<file path="config.mk">
export PLATFORM = sky130hd
export DESIGN_NAME = wmrq_ram
export DESIGN_NICKNAME = d
export VERILOG_FILES = /design/src/hw/rtl/wmrq_ram.sv
export SDC_FILE = /design/constraint.sdc
export NUM_CORES = 1
export LEC_CHECK = 0
export ABC_AREA = 1
export ABC_CLOCK_PERIOD_IN_PS = 1700
export BUFFER_PORTS_ARGS = -buffer_cell sky130_fd_sc_hd__buf_2
export CAP_MARGIN = 20
export CORE_MARGIN = 2
export CORE_UTILIZATION = 26
export DETAILED_ROUTE_END_ITERATION = 10
export GPL_TIMING_DRIVEN = 1
export SLEW_MARGIN = 15
export SYNTH_ARGS = -nofsm -noshare
export SYNTH_HDL_FRONTEND = slang
export SYNTH_SLANG_ARGS = --single-unit
</file>
<file path="constraint.sdc">
create_clock -name clock -period 1.7 [get_ports clock]
set_input_delay 0.34 -clock clock [delete_from_list [all_inputs] [get_ports clock]]
set_output_delay 0.34 -clock clock [all_outputs]
set_load 0.05 [all_outputs]
</file>
<file path="src/hw/rtl/wmrq_ram.sv">
// ----------------------------------------------------------------------------
// wmrq_ram
// Generic single-port write, single-port read RAM with registered read data.
// ----------------------------------------------------------------------------
module wmrq_ram #(
   parameter int WIDTH = 8,
   parameter int DEPTH = 16
) (
   input  logic                     clock,
   input  logic                     wr_en,
   input  logic [$clog2(DEPTH)-1:0] wr_addr,
   input  logic [WIDTH-1:0]         wr_data,
   input  logic [$clog2(DEPTH)-1:0] rd_addr,
   output logic [WIDTH-1:0]         rd_data
);

   logic [WIDTH-1:0] mem [DEPTH];

   always_ff @(posedge clock) begin
      if (wr_en) begin
         mem[wr_addr] <= wr_data;
      end
      rd_data <= mem[rd_addr];
   end

endmodule

</file>
Word level (Yosys, flattened, before mapping)
Memories as Yosys holds them, arrays and structs flattened. A register that Yosys moved wholly into a read port is not among the register bits.
Cells that the tools add are included.
- mux-type cells: 2
- operators with widths (operator ; count):
    2-to-1 mux 1 bit ; 2
- memory bits (writable): 128
- memories: 1
- register bits: 0
- output and inout bits: 8
- input bits: 18
- memories (memory ; words ; width ; read ports ; clocked after memory_dff ; wr ports ; line ; RTL):
    mem ; 16 ; 8 ; 1 ; 1 ; 1 ; 17 ; logic [WIDTH-1:0] mem [DEPTH];

Depth between registers and ports, before layout
Gate-level depths: netlist of the first run.
- depth in word-level cells: 2
- mapped depth: 8

Worst setup path after synthesis of the first run
No wires, ideal clock.
- path kind: input to register
- from: in wr_addr[2]
- to: mem mem[10][0] (enable)
- data arrival time: 0.921 ns
- slack: 0.409 ns
- library setup time: 0.370 ns
- stages on the path: 2
- path through: nand3b_1 -> nor2_1
- RTL lines (what ; line ; RTL):
    start: declaration ; 11 ; input logic [$clog2(DEPTH)-1:0] wr_addr,
    end: declaration ; 17 ;
Straight into the memory's write port.

Worst setup path after layout of the first run
- from: reg rd_data[4], read port of mem
- to: out rd_data[4]
- RTL lines (what ; line ; RTL):
    start: declaration ; 14 ; output logic [WIDTH-1:0] rd_data
No word-level cell between the ends.

==> results of run 1 <==
cell type report:
| class | count | area share (%) |
|---|---|---|
| Timing Repair Buffer | 49 | 5.14 |
| Inverter | 102 | 5.54 |
| Clock inverter | 14 | 2.62 |
| Clock buffer | 18 | 6.20 |
| Tap cell | 280 | 5.07 |
| Sequential cell | 136 | 57.9 |
| Multi-Input combinational cell | 289 | 17.5 |
power breakdown:
group | internal, W | switching [W] | total [W] | leakage, nW
Sequential | 0.00375 | 0.0000254 | 0.00377 | 1.22
Combinational | 0.000147 | 0.000393 | 0.000540 | 1.43
Clock | 0.00243 | 0.00135 | 0.00378 | 0.287
worst max path at each step:
stage,start,to,slack (ns),cells after the start
6_report,rd_data[4],rd_data[4],0.27,1
4_1_cts,rd_data[1],rd_data[1],0.23,1
3_5_place_dp,rd_addr[0],rd_data[6],0.20,8
5_1_grt,rd_data[1],rd_data[1],0.23,1
3_3_place_gp,rd_addr[0],rd_data[6],0.21,8
2_1_floorplan,wr_addr[2],mem[10][0],0.41,2
worst reg2reg max path, delay by kind of cell (launching register included):
family | cells | cell delay [ns]
buf+inv | 1 | 0.06
flops | 1 | 0.36
simple gates | 5 | 0.53
logic make-up after synthesis:
family	count (synthesis)	synth area share (%)
and+or+nand+nor	289	21.0
DFF	136	69.4
buffers and inverters	126	9.52
flip-flops by register name, summed over array words and instances, names as in the netlist:
| name | count |
|---|---|
| mem | 128 |
| rd_data | 8 |
synth_stat cells, drive strengths merged:
cell type / number
edfxtp: 128
nand3: 97
nand3b: 2
dfxtp: 8
inv: 102
nor2: 17
nand2: 173
buf: 24
layer usage:
| layer | vias up | wire length (um) | GRT usage, % |
|---|---|---|---|
| met4 | 0 | 436 | 5.42 |
| met5 | - | 0 | 0 |
| met2 | 103 | 6140 | 18.7 |
| li1 | 1862 | - | - |
| met3 | 20 | 730 | 3.20 |
| met1 | 1737 | 5710 | 14.9 |
metrics by stage:
stage | util [%] | setup WS [ns]
final | 31.7 | 0.270
after global placement | 28.9 | 0.215
after CTS | 31.7 | 0.226
after floorplan | - | 0.409
after detailed placement | 28.9 | 0.197
after global routing | 31.7 | 0.231
==> results.yml, run 1 <==
timing:
  fin_crit_ns: 1.43
  setup_viol: 0
  grt_setup_unrepaired: "no"
  fmax_ghz: 0.699
  drv_slew: 0
  fin_crit_sh_pct: 84.1
  setup_tns_ns: 0
  whs_ns: 0.325
  finalClockSkew_ns: 0.00786
  hold_viol: 0
  tightest_slew_ns: 0.361
  max_slew_margin_pct: 75.9
clock_network:
  clock_tree.buffer_depth: 2
  clkTransAtPathRegs_ns: 0.06
  ctsResizeCount: 0
  clock_latency_ns: 0.42
  cts_max_level: 4
  cts_tree: "done"
  cts_buffers: 17
  clkSinkCount: 136
  root_buffer: "clkbuf_16"
  post-cts-setup-buffers: 0
  cts_hold_buf: 0
power_and_ir_drop:
  power_density_nw_per_um2: 1170
  ir_drop_uv: 825
  leakage_nw: 2.95
  total_power_w: 0.00810
finish:
  final_area_um2: 6920
  final_cell_mix: "nand2_1 (173), edfxtp_1 (128), inv_1 (100), nand3_1 (97), buf_2 (25)"
  multi_input_area_um2: 1210
  layout-drive-gt1-share_pct: 13.2
  final_nets: 613
  fin_cells: 888
  antenna_cells: 0
  layout_commonest_cell: "nand2_1"
  regArea_um2: 4000
  syn_to_final_growth_pct: 19.9
  fill_cells: 2184
critical_path:
  rrSetupSlack_ns: 0.64
  critical_path_buf_inv_count: 1
  cp-end-kind: "primary output"
  path_delay_family: "flip-flops"
  required_ns: 1.36
  slowest_delay_ns: 0.38
  start_kind: "register"
  cp_max_fo: 1
  r2r-start: "mem[4][2]"
  crit_path_top_delay_cell: "dfxtp_1"
  rr_endpoint: "rd_data[2]"
  critPathArrivalTime_ns: 1.09
  critPathKind: "reg -> out"
  worstPathCellList: "buf_2"
  r2r_cells: 6
yosys:
  yosysTopAreaCellShare_pct: 66.7
  netlist_area_um2: 5770
  ys_seq_elements: 136
  syn_area_per_cell_um2: 10.5
  yosysUniqueCellTypes: 12
  ys_warn_count: 0
  synth.net_count: 569
  yosys.area.top_type: "edfxtp_1"
  synth_cells: 551
  yosysSeqAreaShare_pct: 69.4
  synth_area_leaders: "edfxtp_1 (67%), nand2_1 (11%), nand3_1 (8.4%)"
min_path:
  hold_end: "rd_data[3]"
  hold_depth: 3
  holdCritStartpoint: "rd_addr[3]"
  hp-class: "in -> reg"
routing:
  num_vias: 3722
  wl_per_cell_um: 14.7
  via_per_inst: 4.19
  first_pass_iters: 5
  ant_nets: 0
  routed_wl_mm: 13.0
  drc_errors: 0
  drt_iter0_drc: 261
place:
  dpl.hpwl_mm: 7.99
  placed_cell_area_um2: 6310
  numPortBuffers: 25
  globalplace.congestion: 0.779
  dp.cells: 856
grt:
  overflow: 0
  grt_max_degree: 65
  grt_use_total_pct: 11.7
  antenna_found_initial: 0
  grt_pass1_vias: 3684
  grt_pass1_wl_mm: 20.4
run:
  drv_cap: 0
die:
  io_pins: 26
  die_area_um2: 23400
  dieWidth_um: 153
  die_h_um: 153
  start_util_pct: 26.4
  coreArea_um2: 21800
  num_rows: 54
outcome:
  status: "finished clean"
Note: power is estimated with default switching activity, not from simulation.
==> run 2: changes to the inputs <==
Settings changed: ABC_CLOCK_PERIOD_IN_PS 1700 to 1300.
Clock period 1.7 ns to 1.3 ns, I/O delays scaled along.
==> run 2 against run 1 <==
Effect of this change: sequential share of layout area is 1.1 points lower; largest cell class unchanged; sequential power is 31% higher; first-iteration DRC count is 3.8% lower; largest power group is now sequential cells; combinational power is 44% higher; setup slack worse by 0.24 ns.
==> results.yml, run 2 (synthesis results as in run 1) <==
outcome:
  status: "finished clean"
finish:
  regMostFlops: "mem"
  largest_register_ffs: 128
  final_cell_mix: "nand2_1 (173), edfxtp_1 (128), inv_1 (100), nand3_1 (97), buf_4 (31)"
  final_core_util_pct: 32.3
  final_nets: 625
  antenna_cells: 0
  fill_cells: 2157
  layout_commonest_cell: "nand2_1"
  layout-drive-gt1-share_pct: 15.2
  largestRegisters: "mem x128, rd_data x8"
  syn_to_final_growth_pct: 22.2
routing:
  wl_per_cell_um: 15.0
  via_per_inst: 4.17
  routed_wl_mm: 13.5
  drc_errors: 0
  drt_iter0_drc: 251
  num_vias: 3754
  ant_nets: 0
  first_pass_iters: 5
clock_network:
  clock_tree.buffer_depth: 2
  clkSinkCount: 136
  clock_latency_ns: 0.41
  cts_buffers: 17
  root_buffer: "clkbuf_16"
  cts_hold_buf: 0
  clkTransAtPathRegs_ns: 0.06
  cts_max_level: 4
  post-cts-setup-buffers: 0
  cts_tree: "done"
min_path:
  hold_end: "mem[10][1]"
  holdCritStartpoint: "wr_data[1]"
  hold_depth: 1
  hp-class: "in -> reg"
place:
  pre_cts_slack_ns: -0.0539
  globalplace.congestion: 0.799
  dpl.hpwl_mm: 8.73
  numPortBuffers: 25
power_and_ir_drop:
  leakage_nw: 3.01
  ir_drop_uv: 1050
  power_density_nw_per_um2: 1480
critical_path:
  rr_endpoint: "rd_data[3]"
  rrSetupSlack_ns: 0.26
  start_kind: "register"
  cp-end-kind: "primary output"
  r2r_cells: 6
  path_delay_family: "flip-flops"
  r2r-start: "mem[5][3]"
  worstPathCellList: "buf_6"
  required_ns: 1.04
  critPathArrivalTime_ns: 1.01
  critPathKind: "reg -> out"
  critical_path_buf_inv_count: 1
  slowest_delay_ns: 0.41
  crit_path_top_delay_cell: "dfxtp_1"
  cp_max_fo: 1
die:
  start_util_pct: 26.4
  coreArea_um2: 21800
  die_h_um: 153
  io_pins: 26
  dieWidth_um: 153
  die_area_um2: 23400
  num_rows: 54
timing:
  finalClockSkew_ns: 0.00938
  setup_slack_ns: 0.0286
  tightest_slew_ns: 0.375
  hold_viol: 0
  drv_slew: 0
  fmax_ghz: 0.787
  fin_crit_ns: 1.27
  grt_setup_unrepaired: "no"
  fin_crit_sh_pct: 97.8
  setup_viol: 0
  setup_tns_ns: 0
  max_slew_margin_pct: 75.0
grt:
  grt_max_degree: 27
  grt_pass1_wl_mm: 20.9
  overflow: 0
  antenna_found_initial: 0
  grt_use_total_pct: 12.1
  grt_pass1_vias: 3736
run:
  drv_cap: 0
run 2: worst max path at each step:
stage / from / cells after the start / to / slack [ns]
after CTS: rd_data[1] / 1 / rd_data[1] / 0.0007
final: rd_data[4] / 1 / rd_data[4] / 0.03
after floorplan: wr_addr[3] / 2 / mem[4][0] / 0.09
after global placement: rd_addr[0] / 8 / rd_data[5] / -0.04
after global routing: rd_data[1] / 1 / rd_data[1] / 0.002
after detailed placement: rd_addr[0] / 8 / rd_data[3] / -0.05
run 2: layout make-up:
type | instances | area (um2) | area share, %
timing repair buffer | 61 | 518 | 7.35
sequential | 136 | 4000 | 56.8
multi-input combinational | 289 | 1210 | 17.2
inverter | 102 | 383 | 5.43
clock buffer | 18 | 429 | 6.09
clock inverter | 14 | 149 | 2.11
tap | 280 | 350 | 4.97
run 2: through the flow:
step           instance area, um2  power, W  hold WS (ns)  instances
2_1_floorplan                5770   0.00546         0.359        551
3_3_place_gp                 6450   0.00579         0.653        868
3_5_place_dp                 6450   0.00580         0.658        868
4_1_cts                      7040    0.0105         0.246        900
5_1_grt                      7050    0.0108         0.254        900
6_report                     7050    0.0104         0.262        900
run 2: worst reg2reg max path, cell delays in order, from the launching register on:
cell      delay, ns
edfxtp_1       0.38
inv_1          0.06
nand2_1        0.04
nand3_1        0.07
nand3_1        0.12
nand3_1        0.20
nand2_1        0.07
run 2: per-layer routing:
metal	track usage [%]	up-vias	share of wire, %
met3	2.89	12	4.4
li1	-	1891	-
met4	5.42	0	2.0
met5	0	-	0
met1	15.5	1772	45
met2	19.4	79	48
run 2: what timing repair did:
item | 4_1_cts | 5_1_grt
setup endpoints to repair | 5 | 2
resized for setup | 6 | 2
hold endpoints to repair | 0 | 0
run 2: power breakdown:
group / total [W] / switching [W] / internal (W) / leakage (nW)
logic: 0.000779 / 0.000531 / 0.000249 / 1.52
registers: 0.00494 / 0.0000383 / 0.00490 / 1.22
clock network: 0.00468 / 0.00185 / 0.00283 / 0.273
==> run 3: changes to the inputs <==
Settings changed: ABC_CLOCK_PERIOD_IN_PS 1300 to 1350, CAP_MARGIN 20 to 10.
Clock period 1.3 ns to 1.35 ns, I/O delays scaled along.
==> run 3 against run 2 <==
Effect of this change: core utilization shrank 0.42 points; total power is 4.9% lower; combinational power shrank 8.1%; global-route usage about the same; clock power down 5.8%; worst hold slack got worse by 0.017 ns; register-to-register slack improved by 0.02 ns; non-clock buffer count down 5; critical path type unchanged.
==> results.yml, run 3 (synthesis results as in run 1) <==
outcome:
  status: "finished clean"
critical_path:
  required_ns: 1.08
  slowest_delay_ns: 0.39
  critical_path_buf_inv_count: 1
  critPathArrivalTime_ns: 1.02
  start_kind: "register"
  path_delay_family: "flip-flops"
  cp_max_fo: 1
  critPathKind: "reg -> out"
  worstPathCellList: "buf_4"
  crit_path_top_delay_cell: "dfxtp_1"
  cp-end-kind: "primary output"
timing:
  setup_viol: 0
  hold_viol: 0
  finalClockSkew_ns: 0.00611
  fin_crit_ns: 1.29
  fin_crit_sh_pct: 95.9
  max_slew_margin_pct: 75.5
  setup_slack_ns: 0.0555
  drv_slew: 0
  fmax_ghz: 0.772
  grt_setup_unrepaired: "no"
  tightest_slew_ns: 0.367
clock_network:
  clkTransAtPathRegs_ns: 0.06
  post-cts-setup-buffers: 0
  clock_tree.buffer_depth: 2
  cts_hold_buf: 0
  cts_buffers: 17
  root_buffer: "clkbuf_16"
  cts_max_level: 4
  clkSinkCount: 136
  cts_tree: "done"
  clock_latency_ns: 0.42
routing:
  drt_iter0_drc: 347
  num_vias: 3786
  drc_errors: 0
  wl_per_cell_um: 14.9
  ant_nets: 0
  first_pass_iters: 4
  via_per_inst: 4.23
  routed_wl_mm: 13.3
run:
  drv_cap: 0
place:
  globalplace.congestion: 0.767
  pre_cts_slack_ns: -0.108
  numPortBuffers: 25
  dpl.hpwl_mm: 8.37
power_and_ir_drop:
  leakage_nw: 2.97
  total_power_w: 0.00988
  ir_drop_uv: 943
  power_density_nw_per_um2: 1420
finish:
  layout_commonest_cell: "nand2_1"
  largestRegisters: "mem x128, rd_data x8"
  regArea_um2: 4000
  syn_to_final_growth_pct: 20.6
  final_cell_mix: "nand2_1 (173), edfxtp_1 (128), inv_1 (100), nand3_1 (97), buf_4 (28)"
  layout-drive-gt1-share_pct: 13.8
  multi_input_area_um2: 1210
  regMostFlops: "mem"
  final_nets: 620
  fill_cells: 2204
  antenna_cells: 0
  largest_register_ffs: 128
die:
  io_pins: 26
  dieWidth_um: 153
  die_h_um: 153
  num_rows: 54
  die_area_um2: 23400
  coreArea_um2: 21800
  start_util_pct: 26.4
min_path:
  hp-class: "in -> reg"
grt:
  grt_max_degree: 65
  grt_pass1_wl_mm: 21.0
  overflow: 0
  grt_use_total_pct: 12.1
  grt_pass1_vias: 3728
  antenna_found_initial: 0
run 3: cell type report:
| type | count | share of cell area [%] |
|---|---|---|
| clock buffer | 20 | 6.28 |
| tap | 280 | 5.04 |
| clock inverter | 12 | 1.82 |
| inverter | 102 | 5.51 |
| multi-input combinational | 289 | 17.5 |
| sequential | 136 | 57.6 |
| timing repair buffer | 56 | 6.33 |
run 3: worst min-delay path, delay by kind of cell:
kind,cells,cell delay [ns]
AND/OR/NAND/NOR,3,0.22
buffers and inverters,1,0.13
run 3: repair_timing:
action,4_1_cts,5_1_grt
hold endpoints to repair,0,0
gates resized for setup,3,0
endpoints found under the setup margin,3,0
run 3: report_power, final:
group          internal (W)  switching [W]  total (W)
Combinational      0.000211       0.000505   0.000716
Clock               0.00271        0.00171    0.00441
Sequential          0.00472      0.0000319    0.00475
Total               0.00764        0.00224    0.00988
run 3: metal layers:
layer	vias to the layer above	GRT usage, %	part of all wire (%)
met5	-	0	0
met4	0	4.06	1.7
met3	17	3.46	4.9
met2	80	19.3	48
met1	1812	15.9	45
li1	1877	-	-
run 3: final timing paths:
| check | startpoint | endpoint | slack, ns | depth (start not counted) |
|---|---|---|---|---|
| setup reg to reg | mem[7][3] | rd_data[3] | 0.28 | 6 |
| hold reg to reg | mem[11][6] | rd_data[6] | 0.65 | 6 |
| setup / recovery | rd_data[4] | rd_data[4] | 0.06 | 1 |
| hold / removal | rd_addr[2] | rd_data[7] | 0.24 | 4 |
run 3: through the flow:
step	instances	hold slack, ns	instance area [um2]	utilization (%)	TNS, ns
after floorplan	551	0.369	5770	-	0
after global placement	863	0.644	6380	29.3	-0.282
after detailed placement	863	0.654	6380	29.3	-0.366
after CTS	895	0.248	6950	31.9	0
after global routing	895	0.245	6950	31.9	0
final	895	0.245	6950	31.9	0
