==> src/hw/rtl/wmrq_pkg.sv <==
// ----------------------------------------------------------------------------
// wmrq_pkg
// Shared constants, types and helpers of the wavelet matrix range query block.
// ----------------------------------------------------------------------------
package wmrq_pkg;

   localparam int VALUE_BITS  = 16;
   localparam int MAX_LENGTH  = 1024;
   localparam int LEN_W       = $clog2(MAX_LENGTH + 1);
   localparam int POS_W       = $clog2(MAX_LENGTH);
   localparam int LVL_W       = $clog2(VALUE_BITS);
   localparam int WORD_BITS   = 32;
   localparam int WORD_SH     = 5;
   localparam int WORDS       = MAX_LENGTH / WORD_BITS + 1;
   localparam int WORD_IDX_W  = $clog2(WORDS);
   localparam int ROW_W       = LVL_W + WORD_IDX_W;
   localparam int ROWS        = VALUE_BITS * (1 << WORD_IDX_W);
   localparam int CNT_W       = 6;

   typedef enum logic [3:0] {
      MODE_LOAD   = 4'd0,
      MODE_BUILD  = 4'd1,
      MODE_ACCESS = 4'd2,
      MODE_RANK   = 4'd3,
      MODE_SELECT = 4'd4,
      MODE_KLARGE = 4'd5,
      MODE_KSMALL = 4'd6,
      MODE_RCOUNT = 4'd7,
      MODE_LESS   = 4'd8,
      MODE_LESSEQ = 4'd9,
      MODE_SUCC   = 4'd10,
      MODE_PRED   = 4'd11
   } mode_type;

   // one rank lookup: bit row word and block prefix
   typedef struct packed {
      logic [WORD_BITS-1:0] word;
      logic [LEN_W-1:0]     prefix;
   } rank_row_type;

   function automatic logic [CNT_W-1:0] popcount32(input logic [WORD_BITS-1:0] w);
      logic [CNT_W-1:0] c;
      c = '0;
      for (int i = 0; i < WORD_BITS; i++) c = c + CNT_W'(w[i]);
      return c;
   endfunction

   function automatic logic [ROW_W-1:0] row_addr(input logic [LVL_W-1:0] d,
                                                  input logic [LEN_W-1:0] pos);
      return {d, pos[WORD_SH +: WORD_IDX_W]};
   endfunction

endpackage

==> src/hw/rtl/wmrq_rank_unit.sv <==
// ----------------------------------------------------------------------------
// wmrq_rank_unit
// Shared rank unit: masks a bit row word and adds its popcount to the prefix.
// ----------------------------------------------------------------------------
module wmrq_rank_unit import wmrq_pkg::*; (
   input  logic                 clock,
   input  rank_row_type         row,
   input  logic [WORD_SH-1:0]   offset,
   output logic [LEN_W-1:0]     rank_ff,
   output logic                 bit_ff
);

   logic [WORD_BITS-1:0] mask;
   logic [LEN_W-1:0]     rank_in;

   always_comb begin
      mask    = (WORD_BITS'(1) << offset) - WORD_BITS'(1);
      rank_in = row.prefix + LEN_W'(popcount32(row.word & mask));
   end

   always_ff @(posedge clock) begin
      rank_ff <= rank_in;
      bit_ff  <= row.word[offset];
   end

endmodule

==> config.mk <==
export PLATFORM = sky130hd
export DESIGN_NAME = wmrq_rank_unit
export DESIGN_NICKNAME = d
export VERILOG_FILES = /design/src/hw/rtl/wmrq_pkg.sv /design/src/hw/rtl/wmrq_rank_unit.sv
export SDC_FILE = /design/constraint.sdc
export NUM_CORES = 1
export LEC_CHECK = 0
export ABC_CLOCK_PERIOD_IN_PS = 12970
export BUFFER_PORTS_ARGS = -buffer_cell sky130_fd_sc_hd__buf_2
export CAP_MARGIN = 20
export CORE_ASPECT_RATIO = 1.5
export CORE_MARGIN = 2
export CORE_UTILIZATION = 55
export DETAILED_ROUTE_END_ITERATION = 10
export GPL_TIMING_DRIVEN = 0
export PLACE_DENSITY = 0.8
export RECOVER_POWER = 25
export SLEW_MARGIN = 40
export SYNTH_ARGS = -nofsm -noshare
export SYNTH_HDL_FRONTEND = slang
export SYNTH_SLANG_ARGS = --single-unit
==> constraint.sdc <==
create_clock -name clock -period 12.97 [get_ports clock]
set_input_delay 0.6485 -clock clock [delete_from_list [all_inputs] [get_ports clock]]
set_output_delay 0.6485 -clock clock [all_outputs]
set_load 0.1 [all_outputs]
# Yosys cells after proc, flatten, opt, wreduce, memory -nomap -nowiden
# Index checks and enable logic that the tools add are counted.
dict set report totals {
  ff_bits 12
  inputBits 49
  output_inout_bits 12
  elab_cells 40
}
dict set report classes {
  add_sub_neg 33
  n_lt_le_gt_ge 1
  shifts 1
  mux 2
  n_bitwise 1
}
# op count
set ops {}
lappend ops {{$add A6 B1 Y6} 26}
lappend ops {{$and A32 B32 Y32} 1}
lappend ops {{$shl A1 B5 Y32 const A} 1}
lappend ops {{$sub A32 B2 Y32 const B} 1}
lappend ops {{$add A11 B6 Y11} 1}
lappend ops {{$add A5 B1 Y6} 1}
lappend ops {{$lt A5 B6 Y1 const B} 1}
lappend ops {{$add A4 B1 Y5} 1}
lappend ops {{$bmux W1 S5} 1}
lappend ops {{$add A3 B1 Y4} 1}
lappend ops {{$add A2 B1 Y3} 1}
lappend ops {{$add A1 B1 Y2} 1}
lappend ops {{$mux W1} 1}

# Longest topological paths before layout
# Gate-level depths: netlist (run 1).
dict set report logic_depth {
  depth_word 35
  mapped_depth 27
  depth_no_buf 24
}

# Worst setup path before layout (run 1)
# Ideal clock, no wire load.
dict set report synth_path {
  path_kind {input port to flip-flop}
  start {input port offset[4]}
  end {register rank_ff[10]}
  setup_ps 130
  arrival_time_ps 7369
  required_time_ps 12840
  setup_slack_ps 5471
  stages 25
  path_buffers 5
  path_cell_list {clkbuf_1 clkbuf_1 clkbuf_1 nand3b_1 ha_1 clkbuf_1 buf_2 nand2_1 o22ai_1 nand2_1 fa_1 fa_1 inv_1 fa_1 inv_1 fa_1 fa_1 inv_1 fa_1 fa_1 fa_1 a211oi_1 o21bai_1 a31oi_1 o211ai_1}
}
dict set report synth_via {
  elab_chain_cells 35
}
# item line_no
set synth_rtl {}
lappend synth_rtl {{start: declaration} wmrq_rank_unit.sv:8} ;# input logic [WORD_SH-1:0] offset,
lappend synth_rtl {{$shl A1 B5 Y32 *} wmrq_rank_unit.sv:17} ;# mask = (WORD_BITS'(1) << offset) - WORD_BITS'(1);
lappend synth_rtl {{$sub A32 B2 Y32 *} wmrq_rank_unit.sv:17}
lappend synth_rtl {{$and A32 B32 Y32 *} wmrq_rank_unit.sv:18} ;# rank_in = row.prefix + LEN_W'(popcount32(row.word & mask));
lappend synth_rtl {{$add A1 B1 Y2} wmrq_pkg.sv:44} ;# for (int i = 0; i < WORD_BITS; i++) c = c + CNT_W'(w[i]);
lappend synth_rtl {{$add A2 B1 Y3} wmrq_pkg.sv:44}
lappend synth_rtl {{$add A3 B1 Y4} wmrq_pkg.sv:44}
lappend synth_rtl {{$add A4 B1 Y5} wmrq_pkg.sv:44}
lappend synth_rtl {{$add A5 B1 Y6} wmrq_pkg.sv:44}
lappend synth_rtl {{$add A6 B1 Y6 (25 in a row)} wmrq_pkg.sv:44}
lappend synth_rtl {{$add A6 B1 Y6 *} wmrq_pkg.sv:44}
lappend synth_rtl {{$add A11 B6 Y11 *} wmrq_rank_unit.sv:18}
lappend synth_rtl {{net rank_in[10]} wmrq_rank_unit.sv:14} ;# logic [LEN_W-1:0] rank_in;
lappend synth_rtl {{end signal: assignment} wmrq_rank_unit.sv:22} ;# rank_ff <= rank_in;
lappend synth_rtl {{end: declaration} wmrq_rank_unit.sv:9} ;# output logic [LEN_W-1:0] rank_ff,
# Mark *: on every way through the listed nets, which the timed path passes. The rest lies on a longest branch.

# Worst setup path after layout (run 1)
# Ends and elaborated chain as after synthesis.

==> impl_metrics.csv, run 1 <==
group,metric,value,unit
detailed_routing,wl_met1,2.322,mm
layout,area_growth,16.60,%
detailed_routing,drc,0,
yosys,synth_fp_nets,367,
die,die_w,57.40,um
layout,layout_common_cells,"buf_2, inv_1, fa_1",
critical_path,critPathCaptureType,"flip-flop",
placed_design,io_buffers,57,
clocking,hold_buffers,0,
job,cap_viol_max_count,0,
timing,whs,0.6274,ns
clocking,clkSinkCount,12,
grt,grt_max_degree,11,
timing,rsz0062_at_grt,"false",
status,status,"finished, final reports clean",
critical_path,worstPathArrival,8.58,ns
clocking,ctsRootBufferMaster,"clkbuf_8",
clocking,cts_buffers,3,
clocking,cts_resized,0,
die,rows,29,
grt,grt_pass1_vias,2455,
detailed_routing,detail-route-antenna-nets,0,
grt,grt_overflow,0,
layout,seqCellArea,240.2,um^2
yosys,postSynth.asyncResetShare,0,%
power_and_ir_drop,leakagePower,0.001317,uW
layout,fin_nets,429,
detailed_routing,wl,6.546,mm
yosys,synth.yosys.warnings,0,
power_and_ir_drop,power.density,224.9,nW/um^2
yosys,synth_top_area_share,22.13,%
detailed_routing,vias_per_cell,5.919,
timing,setup_viol,0,
grt,grt_pass1_wl,11.03,mm
placed_design,gp_congestion,0.9683,
clocking,htreeDepth,1,
grt,antenna_found_initial,0,
clocking,cts_setup_buffers,0,
layout,insertedDiodeCount,0,
timing,max_slew_margin,22.61,%
clocking,cts_tree,"done",
detailed_routing,firstDrtPassIters,4,
critical_path,cp-start-kind,"input pin",
yosys,synth_seq_area_share,10.21,%
power_and_ir_drop,ir_drop,0.3523,mV
yosys,syn-cell-area,2352,um^2
timing,worst_pin_slew,1.166,ns
grt,track_usage,29.21,%
detailed_routing,drt_iter0_markers,160,
die,die_y,84.10,um
clocking,clkSlewWorstSetupHoldPaths,0.05,ns
detailed_routing,wl_per_cell,17.09,um
layout,final_common_cell,"buf_2",
yosys,synth_ff_type,"dfxtp_1",
timing,fmax,0.1179,GHz
timing,slew_violations,0,
power_and_ir_drop,total_power,616.7,uW
die,io-pin-count,61,
die,start_util,56.37,%
layout,nFillCells,385,
die,coreArea,4173,um^2
yosys,yosysUniqueCellTypes,52,
min_path,hp-class,"in -> reg",
placed_design,hpwlAfterDp,5.466,mm
yosys,synth_edf_count,0,
layout,drive_gt1_share,21.36,%
detailed_routing,wl_met2,3.547,mm
die,dieArea,4827,um^2
yosys,post_synth_inst_count,276,
layout,fin_util,65.73,%
detailed_routing,vias,2267,
timing,fin_crit,8.481,ns
yosys,synth_seq_cells,12,
timing,fin_tns_setup,0,ns
layout,multi_input_area,1891,um^2
detailed_routing,dr_wl_met3,365,um
yosys,post_synth.cell_area_avg,8.523,um^2
yosys,synth_top_area_cell,"fa_1",
detailed_routing,topRoutingLayerUsed,"met4",
timing,min_period_over_period,65.39,%
timing,hold_viol_final,0,
critical_path,path_max_fanout,10,
critical_path,worstPathRequired,13.07,ns
yosys,ys_top_cells_by_area,"fa_1, dfxtp_1, ha_1, inv_1, mux4_1",
critical_path,worstSetupPathType,"in -> reg",
clocking,cts_buffer_depth,2,
[critical path, cell delays in order]
cell and delay (ns):
clkbuf_1 0.25, clkbuf_1 0.40, clkbuf_1 0.40, nand3b_1 0.18
ha_1 0.30, clkbuf_1 0.38, buf_2 0.30, o21ai_0 0.11
a21boi_0 0.30, o21ai_0 0.17, fa_1 0.52, fa_1 0.55
inv_1 0.06, fa_1 0.51, inv_1 0.05, fa_1 0.48
fa_1 0.55, inv_1 0.06, fa_1 0.52, fa_1 0.49
fa_1 0.44, a211oi_1 0.34, o21bai_1 0.15, a31oi_1 0.25
o211ai_1 0.15
[worst paths after layout]
check / cells after the start / slack (ns) / to / startpoint
hold / removal: 2 / 0.63 / rank_ff[9] / row[9]
setup / recovery: 25 / 4.49 / rank_ff[10] / offset[4]
[Yosys cell counts, types with 3 or more instances]
library cell and number:
nand2_1 17, buf_2 9, xnor2_1 7, o22ai_1 4, a21o_1 4, o211ai_1 6, nand4_1 3, nor2b_1 8
a21oi_1 9, nor2_1 12, nand3_1 6, mux4_1 4, nor3b_1 3, a31oi_1 5, ha_1 16, fa_1 26
o21ai_0 19, o21a_1 4, a21boi_0 3, mux2i_1 6, dfxtp_1 12, inv_1 35, clkbuf_1 8, nor3_1 4
nand2b_1 3, and2_1 6
[metrics by stage]
stage	instances	worst slack (ns)	area [um^2]
floorplan	276	5.471	2352
global placement	379	4.484	2695
detailed placement	379	4.473	2695
CTS	383	4.648	2750
global route	383	4.056	2743
finish	383	4.489	2743
[flip-flops by register name, indices dropped and copies added (netlist names)]
name,count
rank_ff,11
bit_ff,1
[cell families (layout without fill, tap and decap cells)]
kind of cell	count (synthesis)	count (layout)	synth area share, %
buffers and inverters	54	115	9.415
adder cells (fa/ha/maj)	42	42	30.64
AND/OR/NAND/NOR	74	74	16.60
AO/OA/AOI/OAI	72	72	20.58
multiplexers	13	13	9.415
XOR/XNOR	8	8	2.979
other	1	1	0.1594
flip-flops	12	12	10.21
[area by class of cell]
cell class / count / area share, %
multi-input cells: 210 / 68.93
clock buffers: 4 / 2.007
flip-flops and latches: 12 / 8.759
plain buffers: 19 / 3.285
well taps: 46 / 2.099
repair buffers: 57 / 10.13
inverters: 35 / 4.790
[report_power, final]
group | internal, uW | total, uW | switching (uW)
registers | 59.6 | 63.2 | 3.61
clock network | 26.7 | 39.4 | 12.7
logic | 181 | 514 | 333
[metal layers]
metal | global-route usage (%) | vias to the layer above
met5 | 0 | -
met4 | 11.42 | 0
met3 | 3.876 | 27
met2 | 53.72 | 96
met1 | 32.70 | 1052
li1 | - | 1092
Note: power is estimated with default switching activity, not from simulation.
==> run 2: changes to the inputs <==
ABC_CLOCK_PERIOD_IN_PS = 6870   (was 12970)
CORE_UTILIZATION = 49   (was 55)
PLACE_DENSITY = 0.75   (was 0.8)
clock period = 6.87 ns   (was 12.97 ns; I/O delays follow)
==> impl_metrics.csv, run 2 (same netlist as run 1, synthesis figures left out) <==
group,metric,value,unit
timing,fmax,0.1511,GHz
critical_path,worstSetupPathType,"in -> reg",
power_and_ir_drop,p_clk_share,6.3,%
detailed_routing,detail-route-antenna-nets,0,
timing,slew_violations,0,
layout,insertedDiodeCount,0,
clocking,cts_buffer_depth,2,
detailed_routing,drc,0,
detailed_routing,wl,6.860,mm
placed_design,io_buffers,57,
grt,antenna_found_initial,0,
power_and_ir_drop,power.density,413.8,nW/um^2
clocking,hold_buffers,0,
power_and_ir_drop,p_int,541.7,uW
die,dieArea,5382,um^2
die,rows,30,
power_and_ir_drop,swShare,55.37,%
layout,largest_reg_flops,11,
power_and_ir_drop,switchingPower,672.0,uW
clocking,clkSinkCount,12,
critical_path,critPathCaptureType,"flip-flop",
timing,whs,0.3178,ns
clocking,clkSlewWorstSetupHoldPaths,0.05,ns
layout,largestRegisters,"rank_ff (11), bit_ff (1)",
clocking,htreeDepth,1,
power_and_ir_drop,leakagePower,0.001389,uW
min_path,hp-class,"in -> reg",
critical_path,crit_start,"offset[2]",
critical_path,worstPathRequired,6.98,ns
timing,hold_viol_final,0,
die,io-pin-count,61,
layout,nFillCells,430,
layout,layout_common_cells,"buf_2, inv_1, fa_1",
timing,rsz0062_at_grt,"false",
detailed_routing,vias,2328,
layout,final_common_cell,"buf_2",
critical_path,cp-start-kind,"input pin",
min_path,worstHoldStart,"row[9]",
power_and_ir_drop,comb_power_share,84.0,%
timing,fin_tns_setup,0,ns
timing,max_slew_margin,22.24,%
grt,grt_pass1_vias,2388,
power_and_ir_drop,seqPwrFrac,9.8,%
die,start_util,51.37,%
die,die_y,88.86,um
power_and_ir_drop,total_power,1214,uW
job,cap_viol_max_count,0,
grt,grt_pass1_wl,11.12,mm
detailed_routing,firstDrtPassIters,4,
grt,grt_overflow,0,
layout,stdcell_count,405,
grt,grt_max_degree,14,
timing,setup_slack,0.2499,ns
critical_path,worstPathArrival,6.73,ns
timing,setup_viol,0,
timing,worst_pin_slew,1.171,ns
timing,fin_crit,6.620,ns
layout,top_register,"rank_ff",
detailed_routing,drt_iter0_markers,121,
die,coreArea,4579,um^2
layout,drive_gt1_share,29.33,%
detailed_routing,vias_per_cell,5.748,
critical_path,path_max_fanout,10,
clocking,ctsRootBufferMaster,"clkbuf_8",
die,die_w,60.57,um
clocking,cts_buffers,3,
status,status,"finished, final reports clean",
power_and_ir_drop,ir_drop,0.5741,mV
layout,fin_nets,433,
clocking,cts_tree,"done",
placed_design,gp_congestion,0.9457,
placed_design,placed_cells_incl_taps,397,
placed_design,dpl_worst_slack,-0.8249,ns
layout,area_growth,24.68,%
placed_design,hpwlAfterDp,5.652,mm
detailed_routing,wl_per_cell,16.94,um
timing,min_period_over_period,96.36,%
grt,track_usage,27.90,%
run 2: cell types whose count changed in the layout (fill, tap and decap cells not counted), sizes merged:
cell    previous run  this run
buf               62        71
clkbuf            18        13
run 2: power by group through the flow:
| stage | Clock, uW | Sequential, uW | Combinational, uW |
|---|---|---|---|
| after floorplan | 0 | 341 | 591 |
| after global placement | 0 | 119 | 978 |
| after detailed placement | 0 | 120 | 990 |
| after CTS | 78.3 | 119 | 1010 |
| after global routing | 81.1 | 121 | 1130 |
| final | 75.9 | 119 | 1020 |
run 2: worst paths after layout:
check	endpoint	cells after the start
max	rank_ff[10]	25
min	rank_ff[9]	2
run 2: critical path: stages:
cell	delay, ns
buf_4	0.15
or2_4	0.30
nor2_4	0.14
nand3b_1	0.13
ha_4	0.21
buf_6	0.14
buf_4	0.18
nand2_1	0.13
a21oi_1	0.10
o21ai_1	0.18
fa_1	0.49
fa_1	0.57
inv_1	0.05
fa_1	0.49
inv_2	0.04
fa_1	0.49
fa_1	0.50
inv_1	0.05
fa_1	0.48
fa_2	0.41
fa_2	0.40
a211oi_2	0.23
o21bai_1	0.12
a31oi_1	0.26
o211ai_1	0.13
run 2: what timing repair did:
item / in CTS / in global routing
gates resized for setup: 16 / 23
pin swaps: 4 / 23
setup endpoints to repair: 7 / 5
setup buffers: 0 / 7
run 2: metrics by stage:
stage | cell area [um^2] | utilization (%)
detailed placement | 2739 | 59.81
finish | 2933 | 64.04
floorplan | 2374 | -
global route | 2933 | 64.04
global placement | 2739 | 59.81
CTS | 2846 | 62.16
run 2: layout make-up:
class,instances,area [um^2],area share [%]
multi-input cells,210,1988,67.79
clock buffers,4,55.05,1.877
well taps,64,80.08,2.730
flip-flops and latches,12,240.2,8.191
plain buffers,17,115.1,3.925
inverters,35,131.4,4.480
repair buffers,63,322.8,11.01
run 2: layer usage:
layer | share of wire, % | global-route usage, % | up-vias
met5 | 0 | 0 | -
met4 | 5.1 | 14.03 | 0
met3 | 6.5 | 4.678 | 27
met2 | 53 | 49.46 | 116
met1 | 36 | 31.20 | 1095
li1 | - | - | 1090
